`src/rtl/mer_pkg.sv`:
```
// ----------------------------------------------------------------------------
// mer_pkg
// Shared widths, codes and controller/datapath types for the midpoint
// ellipse rasteriser.
// ----------------------------------------------------------------------------
`default_nettype none

package mer_pkg;

    localparam int COORD_W   = 16;
    localparam int RAD_W     = 11;
    localparam int OFS_W     = 12;
    localparam int SQ_W      = 22;
    localparam int ACC_W     = 48;
    localparam int MUL_W     = 25;
    localparam int CFG_IDX_W = 3;
    localparam int MIRRORS   = 4;
    localparam int PAT_SEL_W = 4;

    localparam logic [RAD_W-1:0] MAX_RADIUS = 11'd2047;

    // request codes
    localparam logic REQ_START = 1'b0;
    localparam logic REQ_STEP  = 1'b1;

    // register indexes
    localparam logic [CFG_IDX_W-1:0] CFG_CLIP_MIN_X  = 3'd0;
    localparam logic [CFG_IDX_W-1:0] CFG_CLIP_MAX_X  = 3'd1;
    localparam logic [CFG_IDX_W-1:0] CFG_CLIP_MIN_Y  = 3'd2;
    localparam logic [CFG_IDX_W-1:0] CFG_CLIP_MAX_Y  = 3'd3;
    localparam logic [CFG_IDX_W-1:0] CFG_LINE_PATTERN = 3'd4;

    typedef enum logic [4:0] {
        OP_NONE,
        OP_START,
        OP_SKIP,
        OP_MUL_RX2,
        OP_MUL_RY2,
        OP_MUL_RXRY,
        OP_INIT_DEC,
        OP_EN_XX,
        OP_EN_A,
        OP_EN_YY,
        OP_EN_B,
        OP_EN_C,
        OP_EN_D,
        OP_STEP_A,
        OP_STEP_B,
        OP_FIN,
        OP_MASK,
        OP_EMIT
    } op_t;

    typedef enum logic [4:0] {
        ST_IDLE,
        ST_RX2,
        ST_RY2,
        ST_RXRY,
        ST_INIT,
        ST_CHK,
        ST_EN_XX,
        ST_EN_A,
        ST_EN_YY,
        ST_EN_B,
        ST_EN_C,
        ST_EN_D,
        ST_STEP_A,
        ST_STEP_B,
        ST_FIN,
        ST_MASK,
        ST_EMIT
    } state_t;

    typedef struct packed {
        op_t op;
    } dp_cmd_t;

    typedef struct packed {
        logic y_zero;
        logic step_ge;
        logic region_two;
        logic finished;
        logic emit_last;
    } dp_status_t;

endpackage

`default_nettype wire

```
`src/rtl/mer_ctrl.sv`:
```
// ----------------------------------------------------------------------------
// mer_ctrl
// Sequencer for the ellipse rasteriser: walks the datapath through setup,
// region changeover, one iteration and result emission.
// ----------------------------------------------------------------------------
`default_nettype none

module mer_ctrl
    import mer_pkg::*;
(
    input  wire logic       aclk,
    input  wire logic       aresetn,
    input  wire logic       s_valid,
    output logic            s_ready,
    input  wire logic       s_req_type,
    input  wire dp_status_t status,
    output dp_cmd_t         cmd
);

    state_t state_reg, state_next;

    always_ff @(posedge aclk) begin
        if (!aresetn) begin
            state_reg <= ST_IDLE;
        end else begin
            state_reg <= state_next;
        end
    end

    always_comb begin
        state_next = state_reg;
        cmd.op     = OP_NONE;
        s_ready    = 1'b0;
        unique case (state_reg)
            ST_IDLE: begin
                s_ready = 1'b1;
                if (s_valid) begin
                    if (s_req_type == REQ_START) begin
                        cmd.op     = OP_START;
                        state_next = ST_RX2;
                    end else if (status.finished) begin
                        cmd.op     = OP_SKIP;
                        state_next = ST_MASK;
                    end else begin
                        state_next = ST_STEP_A;
                    end
                end
            end
            ST_RX2: begin
                cmd.op     = OP_MUL_RX2;
                state_next = ST_RY2;
            end
            ST_RY2: begin
                cmd.op     = OP_MUL_RY2;
                state_next = ST_RXRY;
            end
            ST_RXRY: begin
                cmd.op     = OP_MUL_RXRY;
                state_next = ST_INIT;
            end
            ST_INIT: begin
                cmd.op     = OP_INIT_DEC;
                state_next = ST_CHK;
            end
            ST_CHK: begin
                // zero x radius goes straight to region two unless the y radius is zero too
                if (!status.y_zero && status.step_ge) begin
                    state_next = ST_EN_XX;
                end else begin
                    state_next = ST_FIN;
                end
            end
            ST_EN_XX: begin
                cmd.op     = OP_EN_XX;
                state_next = ST_EN_A;
            end
            ST_EN_A: begin
                cmd.op     = OP_EN_A;
                state_next = ST_EN_YY;
            end
            ST_EN_YY: begin
                cmd.op     = OP_EN_YY;
                state_next = ST_EN_B;
            end
            ST_EN_B: begin
                cmd.op     = OP_EN_B;
                state_next = ST_EN_C;
            end
            ST_EN_C: begin
                cmd.op     = OP_EN_C;
                state_next = ST_EN_D;
            end
            ST_EN_D: begin
                cmd.op     = OP_EN_D;
                state_next = ST_FIN;
            end
            ST_STEP_A: begin
                cmd.op     = OP_STEP_A;
                state_next = ST_STEP_B;
            end
            ST_STEP_B: begin
                cmd.op = OP_STEP_B;
                if (!status.region_two && status.step_ge) begin
                    state_next = ST_EN_XX;
                end else begin
                    state_next = ST_FIN;
                end
            end
            ST_FIN: begin
                cmd.op     = OP_FIN;
                state_next = ST_MASK;
            end
            ST_MASK: begin
                cmd.op     = OP_MASK;
                state_next = ST_EMIT;
            end
            ST_EMIT: begin
                cmd.op = OP_EMIT;
                if (status.emit_last) begin
                    state_next = ST_IDLE;
                end
            end
            default: begin
                state_next = ST_IDLE;
            end
        endcase
    end

endmodule

`default_nettype wire

```
`src/rtl/mer_datapath.sv`:
```
// ----------------------------------------------------------------------------
// mer_datapath
// Ellipse state, shared multiplier, iteration adders, clip and pattern test
// and the result output register.
// ----------------------------------------------------------------------------
`default_nettype none

module mer_datapath
    import mer_pkg::*;
(
    input  wire logic                        aclk,
    input  wire logic                        aresetn,
    input  wire dp_cmd_t                     cmd,
    output dp_status_t                       status,
    input  wire logic                        cfg_wr_en,
    input  wire logic [CFG_IDX_W-1:0]        cfg_index,
    input  wire logic [COORD_W-1:0]          cfg_wr_data,
    input  wire logic signed [COORD_W-1:0]   s_center_x,
    input  wire logic signed [COORD_W-1:0]   s_center_y,
    input  wire logic [RAD_W-1:0]            s_radius_x,
    input  wire logic [RAD_W-1:0]            s_radius_y,
    output logic                             m_valid,
    input  wire logic                        m_ready,
    output logic signed [COORD_W-1:0]        m_pixel_x,
    output logic signed [COORD_W-1:0]        m_pixel_y,
    output logic                             m_pixel_valid,
    output logic                             m_last,
    output logic                             m_done_res
);

    // configuration
    logic signed [COORD_W-1:0] clip_min_x_reg, clip_min_x_next;
    logic signed [COORD_W-1:0] clip_max_x_reg, clip_max_x_next;
    logic signed [COORD_W-1:0] clip_min_y_reg, clip_min_y_next;
    logic signed [COORD_W-1:0] clip_max_y_reg, clip_max_y_next;
    logic [COORD_W-1:0]        pattern_reg, pattern_next;

    // ellipse state
    logic signed [COORD_W-1:0] cx_reg, cx_next;
    logic signed [COORD_W-1:0] cy_reg, cy_next;
    logic [RAD_W-1:0]          rx_reg, rx_next;
    logic [RAD_W-1:0]          ry_reg, ry_next;
    logic [SQ_W-1:0]           rx2_reg, rx2_next;
    logic [SQ_W-1:0]           ry2_reg, ry2_next;
    logic [OFS_W-1:0]          x_reg, x_next;
    logic [OFS_W-1:0]          y_reg, y_next;
    logic signed [ACC_W-1:0]   dec_reg, dec_next;
    logic signed [ACC_W-1:0]   spx_reg, spx_next;
    logic signed [ACC_W-1:0]   spy_reg, spy_next;
    logic signed [ACC_W-1:0]   prod_reg, prod_next;
    logic signed [ACC_W-1:0]   acc_reg, acc_next;
    logic                      region_reg, region_next;
    logic                      finished_reg, finished_next;
    logic                      flag_reg, flag_next;
    logic                      draw_reg, draw_next;
    logic [MIRRORS-1:0]        mask_reg, mask_next;
    logic                      nil_reg, nil_next;

    // output register
    logic                      m_valid_reg, m_valid_next;
    logic signed [COORD_W-1:0] m_pixel_x_reg, m_pixel_x_next;
    logic signed [COORD_W-1:0] m_pixel_y_reg, m_pixel_y_next;
    logic                      m_pixel_valid_reg, m_pixel_valid_next;
    logic                      m_last_reg, m_last_next;
    logic                      m_done_res_reg, m_done_res_next;

    // shared multiplier
    logic signed [MUL_W-1:0]   mul_a, mul_b;
    logic signed [2*MUL_W-1:0] mul_p;
    logic signed [OFS_W:0]     ym1;

    // clip and emission
    logic signed [COORD_W:0]   px_p, px_m, py_p, py_m;
    logic signed [COORD_W:0]   min_x, max_x, min_y, max_y;
    logic                      xp_ok, xm_ok, yp_ok, ym_ok;
    logic [MIRRORS-1:0]        vis;
    logic [MIRRORS-1:0]        sel, rem;
    logic signed [COORD_W:0]   sel_x, sel_y;
    logic                      slot_free;
    logic [RAD_W-1:0]          rx_sat, ry_sat;
    logic signed [ACC_W-1:0]   ry2_ext, rx2_ext, ry2_x2, rx2_x2, rx2_q;

    assign ym1 = $signed({1'b0, y_reg}) - $signed({{OFS_W{1'b0}}, 1'b1});

    always_comb begin
        mul_a = '0;
        mul_b = '0;
        case (cmd.op)
            OP_MUL_RX2: begin
                mul_a = $signed({{(MUL_W-RAD_W){1'b0}}, rx_reg});
                mul_b = mul_a;
            end
            OP_MUL_RY2: begin
                mul_a = $signed({{(MUL_W-RAD_W){1'b0}}, ry_reg});
                mul_b = mul_a;
            end
            OP_MUL_RXRY: begin
                mul_a = $signed({{(MUL_W-SQ_W){1'b0}}, rx2_reg});
                mul_b = $signed({{(MUL_W-RAD_W){1'b0}}, ry_reg});
            end
            OP_EN_XX: begin
                mul_a = $signed({{(MUL_W-OFS_W){1'b0}}, x_reg});
                mul_b = mul_a;
            end
            OP_EN_A: begin
                mul_a = $signed({{(MUL_W-SQ_W){1'b0}}, ry2_reg});
                mul_b = prod_reg[MUL_W-1:0];
            end
            OP_EN_YY: begin
                mul_a = $signed({{(MUL_W-OFS_W-1){ym1[OFS_W]}}, ym1});
                mul_b = mul_a;
            end
            OP_EN_B: begin
                mul_a = $signed({{(MUL_W-SQ_W){1'b0}}, rx2_reg});
                mul_b = prod_reg[MUL_W-1:0];
            end
            OP_EN_C: begin
                mul_a = $signed({{(MUL_W-SQ_W){1'b0}}, rx2_reg});
                mul_b = $signed({{(MUL_W-SQ_W){1'b0}}, ry2_reg});
            end
            default: begin
                mul_a = '0;
                mul_b = '0;
            end
        endcase
    end

    assign mul_p = mul_a * mul_b;

    assign ry2_ext = $signed({{(ACC_W-SQ_W){1'b0}}, ry2_reg});
    assign rx2_ext = $signed({{(ACC_W-SQ_W){1'b0}}, rx2_reg});
    assign ry2_x2  = $signed({{(ACC_W-SQ_W-1){1'b0}}, ry2_reg, 1'b0});
    assign rx2_x2  = $signed({{(ACC_W-SQ_W-1){1'b0}}, rx2_reg, 1'b0});
    assign rx2_q   = $signed({{(ACC_W-SQ_W+2){1'b0}}, rx2_reg[SQ_W-1:2]});

    assign rx_sat = (s_radius_x > MAX_RADIUS) ? MAX_RADIUS : s_radius_x;
    assign ry_sat = (s_radius_y > MAX_RADIUS) ? MAX_RADIUS : s_radius_y;

    // four mirrored candidates at full precision
    always_comb begin
        px_p  = $signed({cx_reg[COORD_W-1], cx_reg})
              + $signed({{(COORD_W+1-OFS_W){1'b0}}, x_reg});
        px_m  = $signed({cx_reg[COORD_W-1], cx_reg})
              - $signed({{(COORD_W+1-OFS_W){1'b0}}, x_reg});
        py_p  = $signed({cy_reg[COORD_W-1], cy_reg})
              + $signed({{(COORD_W+1-OFS_W){1'b0}}, y_reg});
        py_m  = $signed({cy_reg[COORD_W-1], cy_reg})
              - $signed({{(COORD_W+1-OFS_W){1'b0}}, y_reg});
        min_x = $signed({clip_min_x_reg[COORD_W-1], clip_min_x_reg});
        max_x = $signed({clip_max_x_reg[COORD_W-1], clip_max_x_reg});
        min_y = $signed({clip_min_y_reg[COORD_W-1], clip_min_y_reg});
        max_y = $signed({clip_max_y_reg[COORD_W-1], clip_max_y_reg});
        xp_ok = (px_p > min_x) && (px_p < max_x);
        xm_ok = (px_m > min_x) && (px_m < max_x);
        yp_ok = (py_p > min_y) && (py_p < max_y);
        ym_ok = (py_m > min_y) && (py_m < max_y);
        vis   = {xm_ok & ym_ok, xp_ok & ym_ok, xm_ok & yp_ok, xp_ok & yp_ok};
        sel   = mask_reg & (~mask_reg + 1'b1);
        rem   = mask_reg & ~sel;
        sel_x = (sel[0] || sel[2]) ? px_p : px_m;
        sel_y = (sel[0] || sel[1]) ? py_p : py_m;
    end

    assign slot_free = !m_valid_reg || m_ready;

    always_comb begin
        clip_min_x_next    = clip_min_x_reg;
        clip_max_x_next    = clip_max_x_reg;
        clip_min_y_next    = clip_min_y_reg;
        clip_max_y_next    = clip_max_y_reg;
        pattern_next       = pattern_reg;
        cx_next            = cx_reg;
        cy_next            = cy_reg;
        rx_next            = rx_reg;
        ry_next            = ry_reg;
        rx2_next           = rx2_reg;
        ry2_next           = ry2_reg;
        x_next             = x_reg;
        y_next             = y_reg;
        dec_next           = dec_reg;
        spx_next           = spx_reg;
        spy_next           = spy_reg;
        prod_next          = prod_reg;
        acc_next           = acc_reg;
        region_next        = region_reg;
        finished_next      = finished_reg;
        flag_next          = flag_reg;
        draw_next          = draw_reg;
        mask_next          = mask_reg;
        nil_next           = nil_reg;
        m_valid_next       = m_valid_reg;
        m_pixel_x_next     = m_pixel_x_reg;
        m_pixel_y_next     = m_pixel_y_reg;
        m_pixel_valid_next = m_pixel_valid_reg;
        m_last_next        = m_last_reg;
        m_done_res_next    = m_done_res_reg;

        if (cfg_wr_en) begin
            unique case (cfg_index)
                CFG_CLIP_MIN_X:   clip_min_x_next = $signed(cfg_wr_data);
                CFG_CLIP_MAX_X:   clip_max_x_next = $signed(cfg_wr_data);
                CFG_CLIP_MIN_Y:   clip_min_y_next = $signed(cfg_wr_data);
                CFG_CLIP_MAX_Y:   clip_max_y_next = $signed(cfg_wr_data);
                CFG_LINE_PATTERN: pattern_next    = cfg_wr_data;
                default: begin
                end
            endcase
        end

        if (slot_free) begin
            m_valid_next = 1'b0;
        end

        case (cmd.op) inside
            OP_START: begin
                cx_next     = s_center_x;
                cy_next     = s_center_y;
                rx_next     = rx_sat;
                ry_next     = ry_sat;
                x_next      = '0;
                y_next      = {1'b0, ry_sat};
                spx_next    = '0;
                region_next = 1'b0;
                draw_next   = 1'b1;
            end
            OP_SKIP: begin
                draw_next = 1'b0;
            end
            OP_MUL_RX2: begin
                prod_next = mul_p[ACC_W-1:0];
            end
            OP_MUL_RY2: begin
                rx2_next  = prod_reg[SQ_W-1:0];
                prod_next = mul_p[ACC_W-1:0];
            end
            OP_MUL_RXRY: begin
                ry2_next  = prod_reg[SQ_W-1:0];
                prod_next = mul_p[ACC_W-1:0];
            end
            OP_INIT_DEC: begin
                spy_next = {prod_reg[ACC_W-2:0], 1'b0};
                dec_next = ry2_ext - prod_reg + rx2_q;
            end
            OP_EN_XX, OP_EN_A, OP_EN_B: begin
                prod_next = mul_p[ACC_W-1:0];
            end
            OP_EN_YY: begin
                acc_next  = prod_reg;
                prod_next = mul_p[ACC_W-1:0];
            end
            OP_EN_C: begin
                acc_next  = acc_reg + prod_reg;
                prod_next = mul_p[ACC_W-1:0];
            end
            OP_EN_D: begin
                dec_next    = acc_reg - prod_reg;
                region_next = 1'b1;
            end
            OP_STEP_A: begin
                if (!region_reg) begin
                    flag_next = !dec_reg[ACC_W-1];
                    x_next    = x_reg + 1'b1;
                    spx_next  = spx_reg + ry2_x2;
                    if (!dec_reg[ACC_W-1]) begin
                        y_next   = y_reg - 1'b1;
                        spy_next = spy_reg - rx2_x2;
                    end
                end else begin
                    // flag holds "decision not positive"
                    flag_next = dec_reg[ACC_W-1] || (dec_reg == '0);
                    y_next    = y_reg - 1'b1;
                    spy_next  = spy_reg - rx2_x2;
                    if (dec_reg[ACC_W-1] || (dec_reg == '0)) begin
                        x_next   = x_reg + 1'b1;
                        spx_next = spx_reg + ry2_x2;
                    end
                end
            end
            OP_STEP_B: begin
                if (!region_reg) begin
                    dec_next  = dec_reg + ry2_ext + spx_reg - (flag_reg ? spy_reg : '0);
                    draw_next = pattern_reg[x_reg[PAT_SEL_W-1:0]];
                end else begin
                    dec_next  = dec_reg + rx2_ext - spy_reg + (flag_reg ? spx_reg : '0);
                    draw_next = pattern_reg[y_reg[PAT_SEL_W-1:0]];
                end
            end
            OP_FIN: begin
                finished_next = (y_reg == '0);
            end
            OP_MASK: begin
                mask_next = draw_reg ? vis : '0;
                nil_next  = !draw_reg || (vis == '0);
            end
            OP_EMIT: begin
                if (slot_free) begin
                    m_valid_next    = 1'b1;
                    m_done_res_next = finished_reg;
                    if (nil_reg) begin
                        m_pixel_x_next     = '0;
                        m_pixel_y_next     = '0;
                        m_pixel_valid_next = 1'b0;
                        m_last_next        = 1'b1;
                    end else begin
                        m_pixel_x_next     = sel_x[COORD_W-1:0];
                        m_pixel_y_next     = sel_y[COORD_W-1:0];
                        m_pixel_valid_next = 1'b1;
                        m_last_next        = (rem == '0);
                        mask_next          = rem;
                    end
                end
            end
            default: begin
            end
        endcase
    end

    always_ff @(posedge aclk) begin
        if (!aresetn) begin
            clip_min_x_reg <= '0;
            clip_max_x_reg <= 16'sd32767;
            clip_min_y_reg <= '0;
            clip_max_y_reg <= 16'sd32767;
            pattern_reg    <= 16'hFFFF;
            region_reg     <= 1'b0;
            finished_reg   <= 1'b1;
            x_reg          <= '0;
            y_reg          <= '0;
            m_valid_reg    <= 1'b0;
        end else begin
            clip_min_x_reg <= clip_min_x_next;
            clip_max_x_reg <= clip_max_x_next;
            clip_min_y_reg <= clip_min_y_next;
            clip_max_y_reg <= clip_max_y_next;
            pattern_reg    <= pattern_next;
            region_reg     <= region_next;
            finished_reg   <= finished_next;
            x_reg          <= x_next;
            y_reg          <= y_next;
            m_valid_reg    <= m_valid_next;
        end
    end

    always_ff @(posedge aclk) begin
        cx_reg            <= cx_next;
        cy_reg            <= cy_next;
        rx_reg            <= rx_next;
        ry_reg            <= ry_next;
        rx2_reg           <= rx2_next;
        ry2_reg           <= ry2_next;
        dec_reg           <= dec_next;
        spx_reg           <= spx_next;
        spy_reg           <= spy_next;
        prod_reg          <= prod_next;
        acc_reg           <= acc_next;
        flag_reg          <= flag_next;
        draw_reg          <= draw_next;
        mask_reg          <= mask_next;
        nil_reg           <= nil_next;
        m_pixel_x_reg     <= m_pixel_x_next;
        m_pixel_y_reg     <= m_pixel_y_next;
        m_pixel_valid_reg <= m_pixel_valid_next;
        m_last_reg        <= m_last_next;
        m_done_res_reg    <= m_done_res_next;
    end

    always_comb begin
        status.y_zero     = (y_reg == '0);
        status.step_ge    = !(spx_reg < spy_reg);
        status.region_two = region_reg;
        status.finished   = finished_reg;
        status.emit_last  = (cmd.op == OP_EMIT) && slot_free && (nil_reg || (rem == '0));
    end

    assign m_valid       = m_valid_reg;
    assign m_pixel_x     = m_pixel_x_reg;
    assign m_pixel_y     = m_pixel_y_reg;
    assign m_pixel_valid = m_pixel_valid_reg;
    assign m_last        = m_last_reg;
    assign m_done_res    = m_done_res_reg;

`ifndef SYNTHESIS
    a_blank_result_zero: assert property (@(posedge aclk) disable iff (!aresetn)
        (m_valid_reg && !m_pixel_valid_reg) |-> (m_pixel_x_reg == '0 && m_pixel_y_reg == '0))
        else $error("blank result carries non-zero coordinates");

    a_region_two_sticky: assert property (@(posedge aclk) disable iff (!aresetn)
        (region_reg && cmd.op != OP_START) |=> region_reg)
        else $error("left region two without a new start");

    a_y_never_grows: assert property (@(posedge aclk) disable iff (!aresetn)
        (cmd.op != OP_START) |=> (y_reg <= $past(y_reg)))
        else $error("y offset increased during an outline");

    a_emit_drops_one: assert property (@(posedge aclk) disable iff (!aresetn)
        (cmd.op == OP_EMIT && slot_free && !nil_reg)
        |=> ($countones(mask_reg) + 1 == $countones($past(mask_reg))))
        else $error("pixel transfer did not retire exactly one mirror");
`endif

endmodule

`default_nettype wire

```
`src/rtl/midpoint_ellipse_rasterizer.sv`:
```
// ----------------------------------------------------------------------------
// midpoint_ellipse_rasterizer
// Integer midpoint ellipse outline generator with clipping and dash pattern.
// ----------------------------------------------------------------------------
// A start request latches centre and radii and produces the clipped mirrored
// copies of (0, radius_y); each step request runs one midpoint iteration and
// produces up to four clipped pixels, or a single blank result, with last on
// the final transfer and done_res once y has reached zero. Items are handled
// one at a time: a request is not taken until every result of the last one
// has been placed in the result register. The iteration that crosses into
// region two also forms the new decision value on the single shared 25x25
// multiplier. A step after the outline is done returns its blank result. The
// result register lets the next request be taken while a result waits. Clip
// and pattern registers must be written through cfg_wr_en/cfg_index/
// cfg_wr_data with the block idle; the block itself does not enforce this.
// ----------------------------------------------------------------------------
`default_nettype none

module midpoint_ellipse_rasterizer
    import mer_pkg::*;
(
    input  wire logic                      aclk,
    input  wire logic                      aresetn,
    input  wire logic                      cfg_wr_en,
    input  wire logic [CFG_IDX_W-1:0]      cfg_index,
    input  wire logic [COORD_W-1:0]        cfg_wr_data,
    input  wire logic                      s_valid,
    output logic                           s_ready,
    input  wire logic                      s_req_type,
    input  wire logic signed [COORD_W-1:0] s_center_x,
    input  wire logic signed [COORD_W-1:0] s_center_y,
    input  wire logic [RAD_W-1:0]          s_radius_x,
    input  wire logic [RAD_W-1:0]          s_radius_y,
    output logic                           m_valid,
    input  wire logic                      m_ready,
    output logic signed [COORD_W-1:0]      m_pixel_x,
    output logic signed [COORD_W-1:0]      m_pixel_y,
    output logic                           m_pixel_valid,
    output logic                           m_last,
    output logic                           m_done_res
);

    dp_cmd_t    cmd;
    dp_status_t status;

    mer_ctrl u_ctrl (
        .aclk       (aclk),
        .aresetn    (aresetn),
        .s_valid    (s_valid),
        .s_ready    (s_ready),
        .s_req_type (s_req_type),
        .status     (status),
        .cmd        (cmd)
    );

    mer_datapath u_datapath (
        .aclk          (aclk),
        .aresetn       (aresetn),
        .cmd           (cmd),
        .status        (status),
        .cfg_wr_en     (cfg_wr_en),
        .cfg_index     (cfg_index),
        .cfg_wr_data   (cfg_wr_data),
        .s_center_x    (s_center_x),
        .s_center_y    (s_center_y),
        .s_radius_x    (s_radius_x),
        .s_radius_y    (s_radius_y),
        .m_valid       (m_valid),
        .m_ready       (m_ready),
        .m_pixel_x     (m_pixel_x),
        .m_pixel_y     (m_pixel_y),
        .m_pixel_valid (m_pixel_valid),
        .m_last        (m_last),
        .m_done_res    (m_done_res)
    );

endmodule

`default_nettype wire

```
`config.mk`:
```
export PLATFORM = sky130hd
export DESIGN_NAME = midpoint_ellipse_rasterizer
export DESIGN_NICKNAME = d
export VERILOG_FILES = /design/src/rtl/mer_pkg.sv /design/src/rtl/mer_ctrl.sv /design/src/rtl/mer_datapath.sv /design/src/rtl/midpoint_ellipse_rasterizer.sv
export SDC_FILE = /design/constraint.sdc
export NUM_CORES = 2
export LEC_CHECK = 0
export CAP_MARGIN = 30
export CORE_MARGIN = 2
export CORE_UTILIZATION = 60
export DETAILED_ROUTE_END_ITERATION = 8
export DONT_BUFFER_PORTS = 1
export GPL_ROUTABILITY_DRIVEN = 0
export GPL_TIMING_DRIVEN = 0
export PLACE_DENSITY_LB_ADDON = 0.1
export SLEW_MARGIN = 20
export SYNTH_ARGS = -nofsm -noshare
export SYNTH_HDL_FRONTEND = slang
export SYNTH_SLANG_ARGS = --single-unit
```
`constraint.sdc`:
```
create_clock -name aclk -period 13.78 [get_ports aclk]
set_input_delay 2.756 -clock aclk [delete_from_list [all_inputs] [get_ports aclk]]
set_output_delay 2.756 -clock aclk [all_outputs]
set_load 0.02 [all_outputs]
```
# Yosys cells after proc, flatten, opt, wreduce, memory -nomap -nowiden
# Cells that the tools add are included.
# op_classes
n_eq_ne,68
n_addsub,20
n_lt_le_gt_ge,13
reduce_logical,61
shifts,0
n_div,0
mul,1
n_bitwise,23
muxes,101
# op_table
cell,count
$mux 48,29
$pmux 25 s6,2
$add 48x48->48,3
$sub 48x48->48,3
$mux 11,12
$add 48x22->48,2
$pmux 5 s17,1
$eq 5x4->1 const B,16
$pmux 5 s16,1
$gt 17x16->1,4
$lt 17x16->1,4
$reduce_and 11->1,5
$add 48x21->48,1
$add 48x24->48,1
$logic_not 48->1,1
$lt 48x48->1,1
$mul 25x25->48,1
$mux 12,4
$sub 23x48->48,1
$sub 48x24->48,1
$ne 2x1->1 const B,22
$eq 5x3->1 const B,8
$add 16x13->17,2
$mux 1,34
other kinds (47),128
# totals
latchBits,0
n_memories,0
mem_bits_ro,0
register_bits,492
output_inout_bits,37
inputBits,79
ramBits,0

# Logic depth before layout (Yosys ltp)
# depth
ltp_word,20
depth_mapped,42
ltp_nobuf,38

# Cells and area by module
# Synthesis repeated with hierarchy kept, for this count alone.
# unflattened
cells_unflattened,7883
area_unflattened_um2,68424.4
# by_module_without_submodules
module,area_per_inst_um2,cells_per_inst,seq_area_each_um2,instances
mer_datapath,67980.2,7820,13012.5,1
mer_ctrl,444.2,63,100.1,1

# Worst setup path before layout
# No wires, ideal clock.
# synth_timing
path_type,input to register
from,input port s_valid
to,register u_datapath.prod_reg[47] (data pin)
setup_slack_ns,2.131
t_arrival_ns,11.390
stages,36
required_ns,13.520
cell_sequence,nand2_1 > or2_1 > buf_2 > o311ai_2 > and2_1 > a21o_1 > buf_2 > a221o_1 > clkbuf_1 > clkbuf_1 > nand2_1 > fa_1 > inv_1 > fa_1 > inv_1 > fa_1 > fa_1 > inv_1 > fa_1 > fa_1 > inv_1 > fa_1 > inv_1 > ha_1 > clkbuf_1 > a21o_1 > a21o_1 > a21o_1 > a2111oi_0 > o21bai_1 > a22o_1 > o41ai_2 > a21oi_1 > a221o_1 > a21oi_1 > xnor2_1
# synth_between
elab_chain_cells,13
word_cells_on_any_way,24
# synth_rtl
item,line,text
from (decl),midpoint_ellipse_rasterizer.sv:27,"input wire logic s_valid,"
$mux 5 *,mer_ctrl.sv:37,if (s_valid) begin
$pmux 5 s16 *,mer_ctrl.sv:34,unique case (state_reg)
$eq 5x4->1 / $eq 5x3->1 (equally long branches),mer_datapath.sv:88,case (cmd.op)
$reduce_or 3->1 (no source line) / $reduce_or 2->1 (equally long branches),n/a,
$pmux 25 s6,mer_datapath.sv:88,
$mul 25x25->48 *,mer_datapath.sv:128,assign mul_p = mul_a * mul_b;
net u_datapath.mul_p[47],mer_datapath.sv:69,logic signed [2*MUL_W-1:0] mul_p;
$mux 48 (6 in series),mer_datapath.sv:214,case (cmd.op) inside
$mux 48 *,mer_datapath.sv:214,
to (signal assigned),mer_datapath.sv:354,prod_reg <= prod_next;
to (decl),mer_datapath.sv:50,"logic signed [ACC_W-1:0] prod_reg, prod_next;"
# Mark *: on every way through the listed nets, which the timed path passes. The rest lies on a longest branch. The select of a mux whose other input is x is not followed.
# A chain may end at the register's enable or synchronous reset.

# Worst setup path in the final report
# Same ends and word-level chain as after synthesis.

==> impl_metrics.toml <==
[setup_path]
cp-end-kind = "register"
ff2ff_path_depth = 39
worst_path_most_repeated_cell = "fa_1"
cp-startpoint = "s_valid"
endpoint = "u_datapath.prod_reg[47]$_DFFE_PP_"
cp_max_fo = 10
crit_type = "input pin to register"
worstPathRequired_ns = 14.19
crit_arrival_ns = 13.93
rrSetupSlack_ns = 1.17
startpoint_type = "input pin"
r2r_start = "u_ctrl.state_reg[3]$_SDFFE_PN0P_"
critPathMaxStageDelay_ns = 0.86
rr_endpoint = "u_datapath.prod_reg[47]$_DFFE_PP_"
cpMaxStageDelayCell = "a221oi_1"

[placement]
place_hpwl_um = 193000
io_buffer_count = 0

[floorplan]
start_util_pct = 60.4
die_y_um = 340
core_um2 = 112000
fp-row-count = 123
pin_count = 116
fp.dieW_um = 340
dieArea_um2 = 116000

[global_routing]
grt_overflow = 0
grt_pass1_vias = 58100
grt_max_degree = 51
antenna_found_initial = 8
grt.total_usage_pct = 40.0
grt_pass1_wl_um = 350000

[sta]
slew_viol_final = 0
maxSlewHeadroom_pct = 19.5
hold_viol = 0
setup_viol = 0
finalClockSkew_ns = 0.0844
worst_pin_slew_ns = 1.21
period_share_pct = 98.1
period_minus_slack_ns = 13.52
rsz0062_at_grt = "no"
fmax_ghz = 0.0740

[synthesis]
yosysSeqAreaShare_pct = 19.3
syn_nets = 9359
syn-cell-area_um2 = 67900
synth_flop_cell = "edfxtp_1"
syn_inst = 7830
postSynthAreaPerCell_um2 = 8.67
yosysUniqueCellTypes = 95
ys_ff_latch = 490
synth_edf_count = 330
yosys_warnings = 0
ys_async_sr_fraction_pct = 0

[route]
wl_um = 234000
first_iter_violations = 6624
num_vias = 59200
dr.pass1.iters = 9
drt-wirelength-per-cell_um = 24.7
via_per_inst = 6.25
drcViolationCount = 0
drt.antenna.violating_nets = 0

[clock_network]
cts_buffer_depth = 3
holdBufCountCts = 0
cts_tree = "done"
clk_pin_slew_ns = 0.06
cts.sinks = 490
insertion_delay_ns = 0.73
root_buffer = "clkbuf_16"
cts_buffers = 58
htreeDepth = 2

[status]
status = "finished, final reports clean"

[final_layout]
final_util_pct = 64.4
area_delta_synth_final_pct = 6.59
nNetsFinal = 9455
drive_above_1_share_pct = 3.21

[run]
max_cap_violations = 0

[hold_path]
hold_path_class = "register to register"
==> layout make-up <==
type,count,area (um^2)
Antenna cell,6,15.0
Tap cell,1500,1880
Clock inverter,43,607
Buffer,330,1280
Timing Repair Buffer,36,350
Inverter,1313,4930
Fill cell,9614,40000
Sequential cell,490,13100
Multi-Input combinational cell,5697,48700
Clock buffer,65,1500
==> cells by family after synthesis <==
logic type | Yosys count | synth area share, %
multiplexers | 27 | 0.572
buffers and inverters | 1643 | 9.14
AO/OA/AOI/OAI | 1560 | 15.4
XOR/XNOR | 430 | 5.55
AND/OR/NAND/NOR | 2229 | 14.7
adder cells (fa/ha/maj) | 1451 | 35.3
flip-flops | 490 | 19.3
==> per-layer routing <==
layer  wire length, um  part of all wire (%)  track usage [%]  up-vias
met5                 0                     0                0        -
met4             19000                   8.1             26.3        0
met3             27400                    12             11.1      933
met2             98300                    42             59.2     3581
met1             89300                    38             51.4    28500
li1                  -                     -                -    26200
==> stage by stage <==
step                      setup WS [ns]  TNS (ns)  instances  hold WS (ns)  area (um^2)
after detailed placement         -0.372    -0.460       9356         0.459        70100
after global placement            -1.12     -5.17       9330         0.453        69700
after global routing             0.0205         0       9476         0.485        72300
final                             0.264         0       9480         0.464        72300
after CTS                         0.400         0       9464         0.467        72200
after floorplan                    2.13         0       7830         0.440        67900
==> repair_timing <==
action / 4_1_cts / 5_1_grt
setup endpoints to repair: 0 / 1
setup buffers: 0 / 0
resized for setup: 0 / 1
==> how the worst min path moves through the flow <==
stage	startpoint	to	slack [ns]	cells past startpoint
floorplan	u_datapath.clip_max_x_reg[0]$_SDFFE_PN1P_	u_datapath.clip_max_x_reg[0]$_SDFFE_PN1P_	0.44	2
global placement	u_datapath.clip_min_x_reg[8]$_SDFFE_PN0P_	u_datapath.clip_min_x_reg[8]$_SDFFE_PN0P_	0.45	2
detailed placement	u_datapath.clip_min_y_reg[7]$_SDFFE_PN0P_	u_datapath.clip_min_y_reg[7]$_SDFFE_PN0P_	0.46	2
CTS	u_datapath.clip_min_y_reg[7]$_SDFFE_PN0P_	u_datapath.clip_min_y_reg[7]$_SDFFE_PN0P_	0.47	2
global route	u_datapath.clip_min_x_reg[10]$_SDFFE_PN0P_	u_datapath.clip_min_x_reg[10]$_SDFFE_PN0P_	0.49	2
finish	u_datapath.clip_min_y_reg[14]$_SDFFE_PN0P_	u_datapath.clip_min_y_reg[14]$_SDFFE_PN0P_	0.46	2
==> cell usage after synthesis, types with 123 or more instances <==
| cell | n | area [um^2] |
|---|---|---|
| nor3_1 | 123 | 616 |
| a21oi_1 | 436 | 2180 |
| clkbuf_1 | 276 | 1040 |
| dfxtp_1 | 160 | 3200 |
| o21ai_0 | 251 | 1260 |
| edfxtp_1 | 330 | 9910 |
| inv_1 | 1310 | 4920 |
| xnor2_1 | 338 | 2960 |
| nand2_1 | 857 | 3220 |
| nor2_1 | 636 | 2390 |
| fa_1 | 774 | 15500 |
| ha_1 | 676 | 8460 |
| a21o_1 | 181 | 1360 |
==> critical path, delay by kind of cell <==
family | cells | cell delay [ns]
and+or+nand+nor | 9 | 2.28
AOI/OAI and AO/OA | 9 | 3.10
buffers and inverters | 8 | 1.54
xor gates and xnor gates | 1 | 0.16
adders and majority gates | 8 | 4.07
==> cell usage in the layout (no fill, tap or decap), drive strengths merged, types with 87 or more instances in the layout <==
cell type	synthesis	layout
nand2	857	857
edfxtp	330	330
buf	53	87
nor2	636	636
xor2	92	92
dfxtp	160	160
xnor2	338	338
o21ai	286	286
a21oi	438	438
inv	1313	1314
ha	676	676
and2	93	93
clkbuf	277	344
fa	774	774
a21o	182	182
nor3	124	124
nand3	119	119
Power is not shown: default switching activity piles up to over one toggle a cycle in this logic, so the estimate is an artifact.
